$ cat src/hw/rtl/lbcr_pkg.sv
// Shared types and constants for the LED blink code receiver.
`timescale 1ns / 1ps

package lbcr_pkg;

    // Frame bits per code word and widths of the fields.
    localparam int WORD_BITS  = 5;
    localparam int COUNT_BITS = 3;
    localparam int LEVEL_BITS = 8;

    // Register reset values.
    localparam logic [LEVEL_BITS-1:0] BLUE_THRESHOLD_RESET = 8'd50;
    localparam logic [LEVEL_BITS-1:0] DARK_LIFETIME_RESET  = 8'd60;
    localparam logic [LEVEL_BITS-1:0] DARK_COUNT_MAX       = 8'd255;

    // Item operation codes.
    typedef enum logic [0:0] {
        OP_SAMPLE = 1'b0,
        OP_SPAWN  = 1'b1
    } opcode_t;

    // Configuration register indexes.
    typedef enum logic [0:0] {
        CFG_BLUE_THRESHOLD = 1'b0,
        CFG_DARK_LIFETIME  = 1'b1
    } cfg_index_t;

    // One input item.
    typedef struct packed {
        logic                  opcode;
        logic                  led_on;
        logic [LEVEL_BITS-1:0] blue_level;
    } in_item_t;

    // One result item.
    typedef struct packed {
        logic                  alive;
        logic                  cursor_down;
        logic                  receiving;
        logic                  word_done;
        logic [WORD_BITS-1:0]  last_word;
        logic                  id_known;
        logic [1:0]            id_value;
        logic                  color_known;
        logic [1:0]            color_value;
        logic [LEVEL_BITS-1:0] dark_count;
    } out_item_t;

    // Tracking state of the light.
    typedef struct packed {
        logic                  alive_flag;
        logic                  receiving_flag;
        logic [WORD_BITS-1:0]  shift_word;
        logic [COUNT_BITS-1:0] bit_count;
        logic [WORD_BITS-1:0]  latched_word;
        logic [LEVEL_BITS-1:0] dark_counter;
        logic                  id_valid;
        logic [1:0]            id_reg;
        logic                  color_valid;
        logic [1:0]            color_reg;
        logic                  cursor_flag;
    } state_t;

    // Configuration register contents.
    typedef struct packed {
        logic [LEVEL_BITS-1:0] blue_threshold;
        logic [LEVEL_BITS-1:0] dark_lifetime;
    } cfg_t;

endpackage

$ cat src/hw/rtl/lbcr_in_if.sv
// Valid/ready channel that carries input items.
`timescale 1ns / 1ps

interface lbcr_in_if;
    import lbcr_pkg::*;

    logic     valid;
    logic     ready;
    in_item_t payload;

    modport source (output valid, output payload, input ready);
    modport sink (input valid, input payload, output ready);
endinterface

$ cat src/hw/rtl/lbcr_out_if.sv
// Valid/ready channel that carries result items.
`timescale 1ns / 1ps

interface lbcr_out_if;
    import lbcr_pkg::*;

    logic      valid;
    logic      ready;
    out_item_t payload;

    modport source (output valid, output payload, input ready);
    modport sink (input valid, input payload, output ready);
endinterface

$ cat src/hw/rtl/lbcr_update.sv
// Next-state and result logic for one input item.
`timescale 1ns / 1ps

module lbcr_update (
    input  lbcr_pkg::state_t   state,
    input  lbcr_pkg::in_item_t item,
    input  lbcr_pkg::cfg_t     cfg,
    output lbcr_pkg::state_t   state_next,
    output lbcr_pkg::out_item_t result
);
    import lbcr_pkg::*;

    logic                  done;
    logic [COUNT_BITS-1:0] count_inc;
    logic [1:0]            word_hi;
    logic                  id_valid_tmp;
    logic [1:0]            id_tmp;

    // Frame handling, word decode and drop check.
    always_comb
    begin
        state_next   = state;
        done         = 1'b0;
        count_inc    = state.bit_count + COUNT_BITS'(1);
        word_hi      = 2'b00;
        id_valid_tmp = 1'b0;
        id_tmp       = 2'b00;

        if (item.opcode == OP_SPAWN)
        begin
            state_next.alive_flag = 1'b1;
        end
        else if (state.alive_flag)
        begin
            state_next.cursor_flag = (item.blue_level > cfg.blue_threshold);

            // Dark-frame counter saturates at its maximum.
            if (!item.led_on)
            begin
                if (state.dark_counter != DARK_COUNT_MAX)
                    state_next.dark_counter = state.dark_counter + LEVEL_BITS'(1);
            end
            else
            begin
                state_next.dark_counter = '0;
            end

            if (!state.receiving_flag)
            begin
                // A lit bit while idle opens a frame.
                if (item.led_on)
                    state_next.receiving_flag = 1'b1;
            end
            else
            begin
                state_next.shift_word = {state.shift_word[WORD_BITS-2:0], item.led_on};
                state_next.bit_count  = count_inc;
                if (count_inc >= COUNT_BITS'(WORD_BITS))
                begin
                    state_next.receiving_flag = 1'b0;
                    state_next.latched_word   = {state.shift_word[WORD_BITS-2:0],
                                                 item.led_on};
                    state_next.shift_word     = '0;
                    state_next.bit_count      = '0;
                    done                      = 1'b1;

                    // Even-parity words lock the id, then update the color if their id matches.
                    word_hi = state_next.latched_word[4:3];
                    if (!(^state_next.latched_word))
                    begin
                        id_valid_tmp = 1'b1;
                        id_tmp       = state.id_valid ? state.id_reg : word_hi;
                        state_next.id_valid = id_valid_tmp;
                        state_next.id_reg   = id_tmp;
                        if (id_tmp == word_hi)
                        begin
                            state_next.color_valid = 1'b1;
                            state_next.color_reg   = state_next.latched_word[2:1];
                        end
                    end
                end
            end

            // Too many dark frames drop the light; the cursor flag survives.
            if (state_next.dark_counter > cfg.dark_lifetime)
            begin
                state_next.alive_flag     = 1'b0;
                state_next.receiving_flag = 1'b0;
                state_next.shift_word     = '0;
                state_next.bit_count      = '0;
                state_next.latched_word   = '0;
                state_next.dark_counter   = '0;
                state_next.id_valid       = 1'b0;
                state_next.id_reg         = '0;
                state_next.color_valid    = 1'b0;
                state_next.color_reg      = '0;
            end
        end
    end

    // Result reflects the state after this item.
    always_comb
    begin
        result.alive       = state_next.alive_flag;
        result.cursor_down = state_next.cursor_flag;
        result.receiving   = state_next.receiving_flag;
        result.word_done   = done;
        result.last_word   = state_next.latched_word;
        result.id_known    = state_next.id_valid;
        result.id_value    = state_next.id_valid ? state_next.id_reg : 2'b00;
        result.color_known = state_next.color_valid;
        result.color_value = state_next.color_valid ? state_next.color_reg : 2'b00;
        result.dark_count  = state_next.dark_counter;
    end

endmodule

$ cat src/hw/rtl/led_blink_code_receiver.sv
// Top level of the LED blink code receiver.
// A result appears on the output channel in the cycle after its item is accepted.
// Throughput: one item per cycle while results are taken; the next state is computed
// in a single pass from state registers and accepted item; the result register holds it.
// Reset: rst_n clears the light state and the result valid flag and loads the
// registers with threshold 50 and lifetime 60; no clearing pass is needed.
`timescale 1ns / 1ps

module led_blink_code_receiver (
    input  logic                              clk,
    input  logic                              rst_n,
    input  logic                              cfg_we,
    input  lbcr_pkg::cfg_index_t              cfg_index,
    input  logic [lbcr_pkg::LEVEL_BITS-1:0]   cfg_wdata,
    lbcr_in_if.sink                           in_ch,
    lbcr_out_if.source                        out_ch
);
    import lbcr_pkg::*;

    cfg_t      cfg_reg;
    state_t    state_reg;
    state_t    state_next;
    out_item_t result_next;
    out_item_t result_reg;
    logic      out_valid_reg;
    logic      accept;

    // The input side stalls only when a held result is not being taken.
    assign in_ch.ready = !out_valid_reg || out_ch.ready;
    assign accept      = in_ch.valid && in_ch.ready;

    // Configuration registers.
    always_ff @(posedge clk or negedge rst_n)
    begin
        if (!rst_n)
        begin
            cfg_reg.blue_threshold <= BLUE_THRESHOLD_RESET;
            cfg_reg.dark_lifetime  <= DARK_LIFETIME_RESET;
        end
        else if (cfg_we)
        begin
            unique case (cfg_index)
                CFG_BLUE_THRESHOLD: cfg_reg.blue_threshold <= cfg_wdata;
                CFG_DARK_LIFETIME:  cfg_reg.dark_lifetime  <= cfg_wdata;
                default:            cfg_reg <= cfg_reg;
            endcase
        end
    end

    lbcr_update u_update (
        .state      (state_reg),
        .item       (in_ch.payload),
        .cfg        (cfg_reg),
        .state_next (state_next),
        .result     (result_next)
    );

    // Light state advances on every accepted transaction.
    always_ff @(posedge clk or negedge rst_n)
    begin
        if (!rst_n)
            state_reg <= '0;
        else if (accept)
            state_reg <= state_next;
    end

    // Result register and its valid flag.
    always_ff @(posedge clk or negedge rst_n)
    begin
        if (!rst_n)
            out_valid_reg <= 1'b0;
        else if (accept)
            out_valid_reg <= 1'b1;
        else if (out_ch.ready)
            out_valid_reg <= 1'b0;
    end

    always_ff @(posedge clk)
    begin
        if (accept)
            result_reg <= result_next;
    end

    assign out_ch.valid   = out_valid_reg;
    assign out_ch.payload = result_reg;

    // A completed word always closes the frame.
    a_done_closes_frame: assert property (@(posedge clk) disable iff (!rst_n)
        out_valid_reg && result_reg.word_done |-> !result_reg.receiving)
        else $error("word completed while a frame is still open");

    // The bit counter never runs past one word.
    a_count_range: assert property (@(posedge clk) disable iff (!rst_n)
        state_reg.bit_count <= COUNT_BITS'(WORD_BITS))
        else $error("bit counter out of range");

    // A spawn transaction leaves the light alive.
    a_spawn_alive: assert property (@(posedge clk) disable iff (!rst_n)
        accept && (in_ch.payload.opcode == OP_SPAWN) |=> state_reg.alive_flag)
        else $error("spawn did not set the light alive");

    // A dropped or unlocked light holds no id.
    a_id_zero: assert property (@(posedge clk) disable iff (!rst_n)
        !state_reg.id_valid |-> (state_reg.id_reg == 2'b00))
        else $error("id held without a lock");

endmodule

$ cat src/flat_wrapper.sv
// flat-port wrapper written by rule: the top's interface ports become plain ports
module led_blink_code_receiver_flat import lbcr_pkg::*;
  (clk, rst_n, cfg_we, cfg_index, cfg_wdata, in_ch_valid, in_ch_payload, in_ch_ready, out_ch_valid, out_ch_payload, out_ch_ready);
  lbcr_in_if in_ch_i ();
  lbcr_out_if out_ch_i ();
  input  logic clk;
  input  logic rst_n;
  input  logic cfg_we;
  input  lbcr_pkg::cfg_index_t cfg_index;
  input  logic [lbcr_pkg::LEVEL_BITS-1:0] cfg_wdata;
  input wire logic [$bits(in_ch_i.valid)-1:0] in_ch_valid;
  input wire logic [$bits(in_ch_i.payload)-1:0] in_ch_payload;
  output wire logic [$bits(in_ch_i.ready)-1:0] in_ch_ready;
  output wire logic [$bits(out_ch_i.valid)-1:0] out_ch_valid;
  output wire logic [$bits(out_ch_i.payload)-1:0] out_ch_payload;
  input wire logic [$bits(out_ch_i.ready)-1:0] out_ch_ready;
  assign in_ch_i.valid = in_ch_valid;
  assign in_ch_i.payload = in_ch_payload;
  assign in_ch_ready = in_ch_i.ready;
  assign out_ch_valid = out_ch_i.valid;
  assign out_ch_payload = out_ch_i.payload;
  assign out_ch_i.ready = out_ch_ready;
  led_blink_code_receiver u_core (.clk(clk), .rst_n(rst_n), .cfg_we(cfg_we), .cfg_index(cfg_index), .cfg_wdata(cfg_wdata), .in_ch(in_ch_i), .out_ch(out_ch_i));
endmodule
$ cat config.mk
export PLATFORM = sky130hd
export DESIGN_NAME = led_blink_code_receiver_flat
export DESIGN_NICKNAME = d
export VERILOG_FILES = /design/src/hw/rtl/lbcr_pkg.sv /design/src/hw/rtl/lbcr_in_if.sv /design/src/hw/rtl/lbcr_out_if.sv /design/src/hw/rtl/lbcr_update.sv /design/src/hw/rtl/led_blink_code_receiver.sv /design/src/flat_wrapper.sv
export SDC_FILE = /design/constraint.sdc
export NUM_CORES = 1
export LEC_CHECK = 0
export ABC_AREA = 1
export BUFFER_PORTS_ARGS = -buffer_cell sky130_fd_sc_hd__clkbuf_2
export CELL_PAD_IN_SITES_DETAIL_PLACEMENT = 0
export CELL_PAD_IN_SITES_GLOBAL_PLACEMENT = 1
export CORE_MARGIN = 3
export CORE_UTILIZATION = 30
export DETAILED_ROUTE_END_ITERATION = 16
export PLACE_DENSITY_LB_ADDON = 0.1
export SKIP_LAST_GASP = 1
export SYNTH_ARGS = -nofsm -noshare
export SYNTH_HDL_FRONTEND = slang
export SYNTH_SLANG_ARGS = --single-unit
$ cat constraint.sdc
create_clock -name clk -period 6 [get_ports clk]
set_input_delay 0.9 -clock clk [delete_from_list [all_inputs] [get_ports clk]]
set_output_delay 0.9 -clock clk [all_outputs]
set_load 0.02 [all_outputs]
* Word level (Yosys, flattened, before mapping)
Index checks and enable logic that the tools add are counted.
** Storage, ports and cells
- Register bits :: 70
- Input port bits :: 24
- Output and inout bits :: 25
** Cells by class
- Bitwise gates (word level) :: 4
- $add $sub $neg :: 2
- Order comparisons :: 3
- Eq/ne operators :: 2
- Reductions and logical operators :: 10
- Multiplexer cells :: 20
** Operators with widths (count)
- 29-bit two-way mux :: 2
- 8-bit two-way mux :: 4
- 30-bit two-way mux :: 1
- 6-bit two-way mux :: 3
- 8-bit greater-than comparator :: 2
- 14-bit two-way mux :: 1
- 13-bit two-way mux :: 1
- 8-bit by 1-bit adder with 8-bit output (second input constant) :: 1
- 8-bit inequality test (second input constant) :: 1
- 1-bit two-way mux :: 6
- 5-bit parity :: 1
- 1-bit NOT :: 4
- 2-bit AND reduction :: 2
- 4-bit AND reduction :: 1
- 2-bit nonzero test :: 2
- 3-bit by 1-bit adder with 3-bit output (second input constant) :: 1
- 3-bit greater-or-equal comparator (second input constant) :: 1
- 3-bit two-way mux :: 1
- 3-bit OR reduction :: 1
- 2-bit == test :: 1
- 2-bit two-way mux :: 1
- 1-bit logical AND :: 1
- 1-bit logical NOT :: 1
- 1-bit logical OR :: 1

* Depth between registers and ports, before layout
Gate-level depths: netlist (run 1).
- Depth after elaboration :: 9
- Depth in mapped cells :: 22
- Depth with buffers taken out :: 21

* Hierarchy
From an unflattened synthesis (run 1), not the netlist that was laid out.
** Unflattened totals
- Cell total of the unflattened synthesis :: 500
- Area total of the unflattened synthesis :: 4058.9 um2
** Modules (own cells, without submodules)
- led_blink_code_receiver :: area an instance 2541.2 um2, sequential area each 1875.5 um2, instances 1, cells each 219
- lbcr_update :: area an instance 1517.7 um2, sequential area each 0.0 um2, instances 1, cells each 281

* Least setup slack after synthesis (run 1)
OpenSTA, ideal clock, no wires.
- Kind :: input to register
- Start point :: in in_ch_payload[8]
- End point :: reg u_core.result_reg (netlist bit u_core.out_ch.payload[5]), data pin
- Buffers on the path :: 1
- Data arrival time :: 2345 ps
- Library setup time :: 152 ps
- Setup slack :: 3502 ps
- Cell stages on the path :: 14
- Cells stage by stage :: inv_2 -> o21ai_0 -> a31oi_1 -> ha_1 -> nand2_1 -> inv_1 -> nand2_1 -> nand2_1 -> nand2_1 -> nand2_2 -> a21oi_4 -> buf_6 -> nand2_1 -> o21ai_0
** RTL lines
- from (decl) :: RTL line flat_wrapper.sv:12 : input wire logic [$bits(in_ch_i.payload)-1:0] in_ch_payload;
- to (signal assigned) :: RTL line led_blink_code_receiver.sv:81 : result_reg <= result_next;
- to (decl) :: RTL line led_blink_code_receiver.sv:24 : out_item_t result_reg;

* Worst setup path in the final report (run 1)
- Start point :: reg u_core.state_reg[7] in the netlist's numbering
- End point :: reg u_core.result_reg (netlist bit u_core.out_ch.payload[9]), data pin
** Between the ends
- Cells in the longest elaborated chain, start to end :: 9
** RTL lines
- from (decl) :: RTL line led_blink_code_receiver.sv:21 : state_t state_reg;
- from (signal assigned) :: RTL line led_blink_code_receiver.sv:64 : state_reg <= state_next;
- 8-bit by 1-bit adder with 8-bit output or 8-bit inequality test (tied branches) :: RTL line lbcr_update.sv:41, lbcr_update.sv:40
- 8-bit two-way mux * :: RTL line lbcr_update.sv:40 : if (state.dark_counter != DARK_COUNT_MAX)
- 8-bit two-way mux * :: RTL line lbcr_update.sv:38 : if (!item.led_on)
- 8-bit two-way mux * :: RTL line lbcr_update.sv:33 : else if (state.alive_flag)
- 8-bit two-way mux * :: RTL line lbcr_update.sv:29 : if (item.opcode == OP_SPAWN)
- 8-bit greater-than comparator * :: RTL line lbcr_update.sv:85 : if (state_next.dark_counter > cfg.dark_lifetime)
- 29-bit two-way mux * :: RTL line lbcr_update.sv:85
- 30-bit two-way mux * :: RTL line lbcr_update.sv:33
- 29-bit two-way mux * :: RTL line lbcr_update.sv:29
Every way passes the cells marked *; elsewhere a longest branch is shown, timed or not. The select of a mux whose other input is x is not followed.
A chain may end at the register's enable or synchronous reset.

==> flow_summary_export.csv, run 1 <==
group,metric,value,unit
route,initialDrtViolationCount,158,
sta,min_period,3.01,ns
critical_path,arrival,3.18,ns
floorplan,die_h,118,µm
critical_path,critical_path_class,"flop to flop",
clock_tree,h-tree-depth,3,
final_layout,utilization,36.7,%
floorplan,initial_utilization,30.9,%
sta,setup_slack,2.99,ns
route,drt_pass1_iterations,5,
floorplan,ioPinCount,49,
synth,ys_ff_latch,69,
sta,clock.fmax,333,MHz
final_layout,diodes,0,
floorplan,die_w,118,µm
critical_path,cp_data_required_time,6.17,ns
placement,place.gp.congestion,0.841,
final_layout,drive_gt1_share,21.5,%
global_route,grt_max_degree,47,
clock_tree,clk_latency,0.33,ns
pwr,finalPower,1.71,mW
route,finalWirelength,8870,µm
clock_tree,clock-root-buffer,"clkbuf_16",
clock_tree,path_clk_slew,0.06,ns
final_layout,syn2layout_area_growth,18.8,%
job,cap_violations,0,
critical_path,worst_setup_path_end_kind,"flop",
pwr,ir_drop,114,µV
final_layout,stdcell_count,647,
final_layout,largest_reg_flops,29,
placement,place_hpwl,6260,µm
route,routed_via_density,4.44,
synth,synth_area,3730,µm²
clock_tree,clockBufferDepth,2,
placement,placed_area,4140,µm²
clock_tree,cts_tree,"yes",
global_route,gr-usage-all-layers,13.6,%
pwr,p_leak,2.04,nW
clock_tree,cts_made_buffers,9,
synth,synth_seq_area_share,49.6,%
floorplan,core,12100,µm²
clock_tree,clock-sinks,69,
sta,hold_viol,0,
global_route,grt_pass1_wl,15100,µm
final_layout,fin_area,4430,µm²
global_route,grt_pass1_vias,2914,
sta,finalSetupViolations,0,
sta,slew_violations,0,
placement,place_ws,2.69,ns
sta,fin_crit_sh,50.1,%
critical_path,start_kind,"flop",
sta,fin_setup_tns,0,ns
placement,dp_cells,631,
placement,portBuffers,48,
critical_path,path_max_fanout,18,
sta,skew,0.00746,ns
route,wl_per_cell,13.7,µm
clock_tree,cts_setup_buffers,0,
sta,timing.hold.ws,0.489,ns
sta,worstMarginPinSlew,1.01,ns
floorplan,design.die.area,13800,µm²
hold_path,hp-class,"flop to flop",
route,ant_nets,0,
synth,syn_avg_cell_area,8.82,µm²
clock_tree,cts_hold_buf,0,
synth,yosysUniqueCellTypes,35,
floorplan,std_cell_rows,40,
global_route,grt.overflow.total,0,
pwr,power.density,386,nW/µm²
outcome,status,"completed",
route,route.detailed.drc,0,
synth,synthesis.instances,423,
synth,synth_nets,466,
synth,ys.warnings.count,0,
sta,slew-limit-headroom,32.3,%
sta,rsz0062_at_grt,"no",
final_layout,fin_nets,517,
route,vias,2874,
clock_tree,cts_resized,0,
global_route,antenna_found_initial,0,
## per-layer routing
layer | GRT usage [%] | vias to the layer above | wire length (µm)
li1 | - | 1509 | -
met1 | 19.5 | 1289 | 4720
met2 | 20.3 | 62 | 3680
met3 | 2.07 | 14 | 270
met4 | 6.30 | 0 | 203
met5 | 0 | - | 0
## synthesized netlist by cell type
library cell   n  share of area (%)
buf_2          3               0.40
o22ai_1        9                1.5
nand4_1        6                1.0
nand3b_1       2               0.40
o21a_1         1               0.20
nand2_1       94                9.5
nor2_4         3               0.91
o22ai_2        6                2.0
a21o_1         1               0.20
a21oi_4        1               0.44
clkbuf_1       4               0.40
nand3_2        2               0.54
xnor2_1        1               0.23
inv_1         67                6.7
dfstp_2        7                4.9
o21ai_1       10                1.3
o21ai_0       46                6.2
o211ai_1       1               0.20
nand2_2        8                1.3
ha_1          19                6.4
o21bai_4       1               0.50
buf_6          1               0.30
nor3_1         5               0.67
nand2_4        3               0.91
a21oi_2        1               0.23
inv_2          3               0.30
a31oi_1        4               0.67
buf_4          2               0.40
nor2_2         2               0.34
dfrtp_1       39                 26
nand3_1       17                2.3
nand4_2        1               0.34
edfxtp_1      23                 19
nor2_1        14                1.4
a21oi_1       16                2.1
## cells in the final DEF (no fill, tap or decap), types with 5 or more instances in the layout
master,synthesis,layout
a21oi_1,16,16
clkbuf_16,0,9
clkbuf_2,0,48
dfrtp_1,39,39
dfstp_2,7,7
edfxtp_1,23,23
ha_1,19,19
inv_1,67,67
nand2_1,94,94
nand2_2,8,8
nand3_1,17,17
nand4_1,6,6
nor2_1,14,14
nor3_1,5,5
o21ai_0,46,46
o21ai_1,10,10
o22ai_1,9,9
o22ai_2,6,6
## cell families after synthesis
logic type               count (synthesis)  synth area share, %
adder cells (fa/ha/maj)                 19                 6.37
AND/OR/NAND/NOR                        157                 19.6
AO/OA/AOI/OAI                           97                 15.6
buffers and inverters                   80                 8.55
XOR/XNOR                                 1                0.235
flip-flops                              69                 49.6
## layout make-up
type / instances / area (µm²)
Tap cell: 168 / 210
Fill cell: 1269 / 7630
Timing Repair Buffer: 50 / 255
Inverter: 70 / 263
Sequential cell: 69 / 1850
Clock inverter: 5 / 50.0
Clock buffer: 11 / 243
Multi-Input combinational cell: 274 / 1560
## path summary, 6_finish.rpt
kind | to | slack [ns] | depth (start not counted) | startpoint
min reg2reg | u_core.cfg_reg[6] | 0.49 | 2 | u_core.cfg_reg[6]
min | u_core.cfg_reg[6] | 0.49 | 2 | u_core.cfg_reg[6]
min in group asynchronous | u_core.state_reg[2] | 0.68 | 2 | rst_n
max reg2reg | u_core.out_ch.payload[9] | 2.99 | 15 | u_core.state_reg[7]
max in group asynchronous | u_core.cfg_reg[15] | 4.90 | 2 | rst_n
max | u_core.out_ch.payload[9] | 2.99 | 15 | u_core.state_reg[7]
## report_power, final
part | total (mW) | switching, mW | internal [mW]
Clock | 0.527 | 0.197 | 0.330
Sequential | 0.692 | 0.0806 | 0.611
Combinational | 0.493 | 0.318 | 0.175
Total | 1.71 | 0.595 | 1.12
## worst max-delay path, cell delays in order, from the launching register on
cell and delay [ns]:
dfrtp_1 0.40, ha_1 0.20, nand3_1 0.17, nor2_2 0.24
inv_2 0.08, a31oi_1 0.27, ha_1 0.29, nand2_1 0.06
inv_1 0.05, nand2_1 0.06, nand2_1 0.05, nand2_1 0.06
nand2_2 0.08, a21oi_4 0.47, nand3_1 0.17, a21oi_1 0.19
No activity file was read; power rests on OpenSTA's default activity.
==> run 2, diff against run 1 <==
Settings changed: ABC_AREA 1 to 0.
Clock period 6 ns to 2.8 ns, I/O delays scaled along.
==> run 2 against run 1 <==
Against the previous run: the run now ends with negative setup slack left; register-to-register slack worse by 3.1 ns; critical path depth down 2; global-route usage up 0.56 points; combinational power up 110%; cell area up 7.4%; hold slack worse by 0.20 ns; clock power up 120%; via count up 0.97%; total power up 110%; clock-buffer cell count unchanged; setup slack worse by 3.1 ns.
==> flow_summary_export.csv, run 2 <==
group,metric,value,unit
outcome,status,"complete, but fails checks",
outcome,violations,"negative setup slack",
final_layout,fin_area,4760,µm²
clock_tree,clock-root-buffer,"clkbuf_16",
clock_tree,cts_tree,"yes",
sta,worstMarginPinSlew,0.587,ns
floorplan,std_cell_rows,39,
critical_path,r2r_setup_slack,-0.08,ns
pwr,ir_drop,357,µV
sta,rsz0062_at_grt,"yes",
sta,fin_crit_sh,103,%
hold_path,worstHoldPathCells,2,
synth,yosys.area.top_type,"dfrtp_1",
sta,finalSetupViolations,19,
synth,synth_common_cells,"nand2_1 (44), dfrtp_1 (39), o21ai_0 (37)",
critical_path,reg2reg_depth,13,
floorplan,design.die.area,13600,µm²
critical_path,max_stage_delay,0.38,ns
sta,setup_slack,-0.0766,ns
sta,slew_violations,0,
final_layout,largest_reg_flops,29,
job,cap_violations,0,
route,finalWirelength,8990,µm
pwr,finalPower,3.66,mW
critical_path,cp_data_required_time,3.07,ns
placement,portBuffers,48,
pwr,pwr-share-comb,28.2,%
pwr,power.density,769,nW/µm²
sta,clock.fmax,348,MHz
synth,synth_area,3660,µm²
clock_tree,path_clk_slew,0.06,ns
sta,skew,0.00780,ns
placement,place.gp.congestion,0.808,
route,vias,2902,
floorplan,core,11700,µm²
global_route,grt.overflow.total,0,
clock_tree,clock-sinks,69,
final_layout,diodes,0,
floorplan,die_w,116,µm
synth,synthesis.instances,355,
synth,synth_ff_type,"dfrtp_1",
placement,place_ws,-0.126,ns
placement,placed_area,4220,µm²
critical_path,worstReg2RegEnd,"u_core.state_reg[19]",
global_route,grt_max_degree,26,
global_route,gr-usage-all-layers,14.2,%
synth,synth-edff-count,23,
floorplan,ioPinCount,49,
synth,ys_ff_latch,69,
global_route,grtUsageMet2,20.2,%
route,routed_via_density,4.94,
critical_path,cpMostUsedCell,"nor3_2",
critical_path,arrival,3.14,ns
synth,synth_top_area_share,26.7,%
synth,synth_seq_area_share,50.6,%
critical_path,critPathLaunch,"u_core.state_reg[7]",
pwr,p_leak,2.08,nW
synth,yosysUniqueCellTypes,51,
pwr,seqPwrFrac,39.4,%
hold_path,hp-start,"in_ch_valid",
sta,hold_viol,0,
synth,yosysMostFrequentCell,"nand2_1",
sta,timing.hold.ws,0.291,ns
global_route,grt_busiest_layer,"met1",
synth,synthTopCellsByArea,"dfrtp_1 (27%), edfxtp_1 (19%), ha_1 (6.5%)",
global_route,grt_pass1_vias,2861,
final_layout,drive_gt1_share,33.8,%
route,ant_nets,0,
synth,ys.warnings.count,0,
route,wl_per_cell,15.3,µm
floorplan,initial_utilization,31.4,%
hold_path,hp-class,"input pin to flop",
synth,async_flop_share,66.7,%
clock_tree,cts_made_buffers,9,
global_route,gr-usage-met3,3.52,%
critical_path,r2r-start,"u_core.state_reg[7]",
final_layout,final_cell_mix,"clkbuf_2 (48), nand2_1 (44), buf_4 (39)",
final_layout,final_common_cell,"clkbuf_2",
critical_path,path_max_fanout,5,
synth,syn_avg_cell_area,10.3,µm²
clock_tree,h-tree-depth,3,
critical_path,cp_cell_sequence,"ha_2 > and3_4 > nor4_4 > nor3_2 > ha_1 > nand4_1 > nor2_2 > a21oi_2 > or2_4 > buf_6 > nor3_2 > buf_4 > a22o_1",
critical_path,worst_setup_path_end_kind,"flop",
critical_path,start_kind,"flop",
route,drt_pass1_iterations,4,
pwr,power.share.clock,32.4,%
floorplan,die_h,116,µm
final_layout,fin_nets,482,
critical_path,critical_path_class,"flop to flop",
critical_path,slowest_stage,"dfrtp_1",
global_route,grt_pass1_wl,14700,µm
global_route,antenna_found_initial,0,
final_layout,fill_cells,1155,
final_layout,syn2layout_area_growth,30.1,%
global_route,met1_usage,20.6,%
route,initialDrtViolationCount,104,
pwr,sw_frac_of_total,31.8,%
sta,min_period,2.88,ns
route,route.detailed.drc,0,
clock_tree,clk_latency,0.33,ns
placement,place_hpwl,6340,µm
hold_path,hold_end,"u_core.out_ch.valid",
sta,fin_setup_tns,-1.05,ns
clock_tree,clockBufferDepth,2,
pwr,switchingPower,1.16,mW
synth,synth_nets,398,
pwr,power.internal,2.49,mW
sta,slew-limit-headroom,60.8,%
run 2: power by group through the flow:
stage,registers (mW),clock network [mW],logic (mW)
6_report,1.44,1.18,1.03
5_1_grt,1.47,1.27,1.15
4_1_cts,1.44,1.23,1.02
2_1_floorplan,1.45,0,0.704
3_5_place_dp,1.45,0,0.994
3_3_place_gp,1.45,0,0.987
run 2: routing by layer:
layer / wire [µm] / share of wire, %
met1: 4600 / 51
met2: 3890 / 43
met3: 361 / 4.0
met4: 141 / 1.6
met5: 0 / 0
run 2: worst max path at each step:
| stage | slack [ns] | end | depth (start not counted) |
|---|---|---|---|
| 2_1_floorplan | 0.01 | u_core.out_ch.payload[14] | 13 |
| 4_1_cts | -0.007 | u_core.state_reg[19] | 13 |
| 5_1_grt | -0.22 | u_core.out_ch.payload[18] | 12 |
| 6_report | -0.08 | u_core.state_reg[19] | 13 |
| 3_3_place_gp | -0.06 | u_core.state_reg[26] | 13 |
| 3_5_place_dp | -0.13 | u_core.out_ch.payload[17] | 12 |
run 2: cell type report:
type / instances / area, µm² / area share [%]
clock inverters: 5 / 75.1 / 1.58
inverters: 23 / 86.3 / 1.81
repair buffers: 91 / 594 / 12.5
clock buffers: 11 / 233 / 4.89
multi-input cells: 245 / 1740 / 36.5
well taps: 143 / 179 / 3.76
flip-flops and latches: 69 / 1850 / 38.9
run 2: cells by family (layout without fill, tap and decap cells):
family                   count (synthesis)  after routing  synth area share, %
AO/OA/AOI/OAI                           89             89                 15.7
XOR/XNOR                                 8              8                 2.70
adder cells (fa/ha/maj)                 19             19                 6.50
buffers and inverters                   41            130                 4.82
flip-flops                              69             69                 50.6
multiplexers                            10             10                 3.04
AND/OR/NAND/NOR                        119            119                 16.7
run 2: critical path, delay by kind of cell (launching register included):
kind,cells,cell delay [ns]
buffers and inverters,2,0.30
AND/OR/NAND/NOR,7,1.41
adder cells (fa/ha/maj),2,0.53
flip-flops,1,0.38
AO/OA/AOI/OAI,2,0.18
run 2: timing repair:
item                                    CTS  global route
hold buffers                              1             0
gates resized for setup                  14            16
endpoints found under the hold margin     7             0
pin swaps                                11            15
endpoints found under the setup margin   17            44
setup buffers                             5             8
run 2: through the flow:
stage,utilization (%),instances
after global routing,40.8,587
after floorplan,-,355
after global placement,36.2,557
final,40.8,587
after detailed placement,36.2,557
after CTS,39.8,579
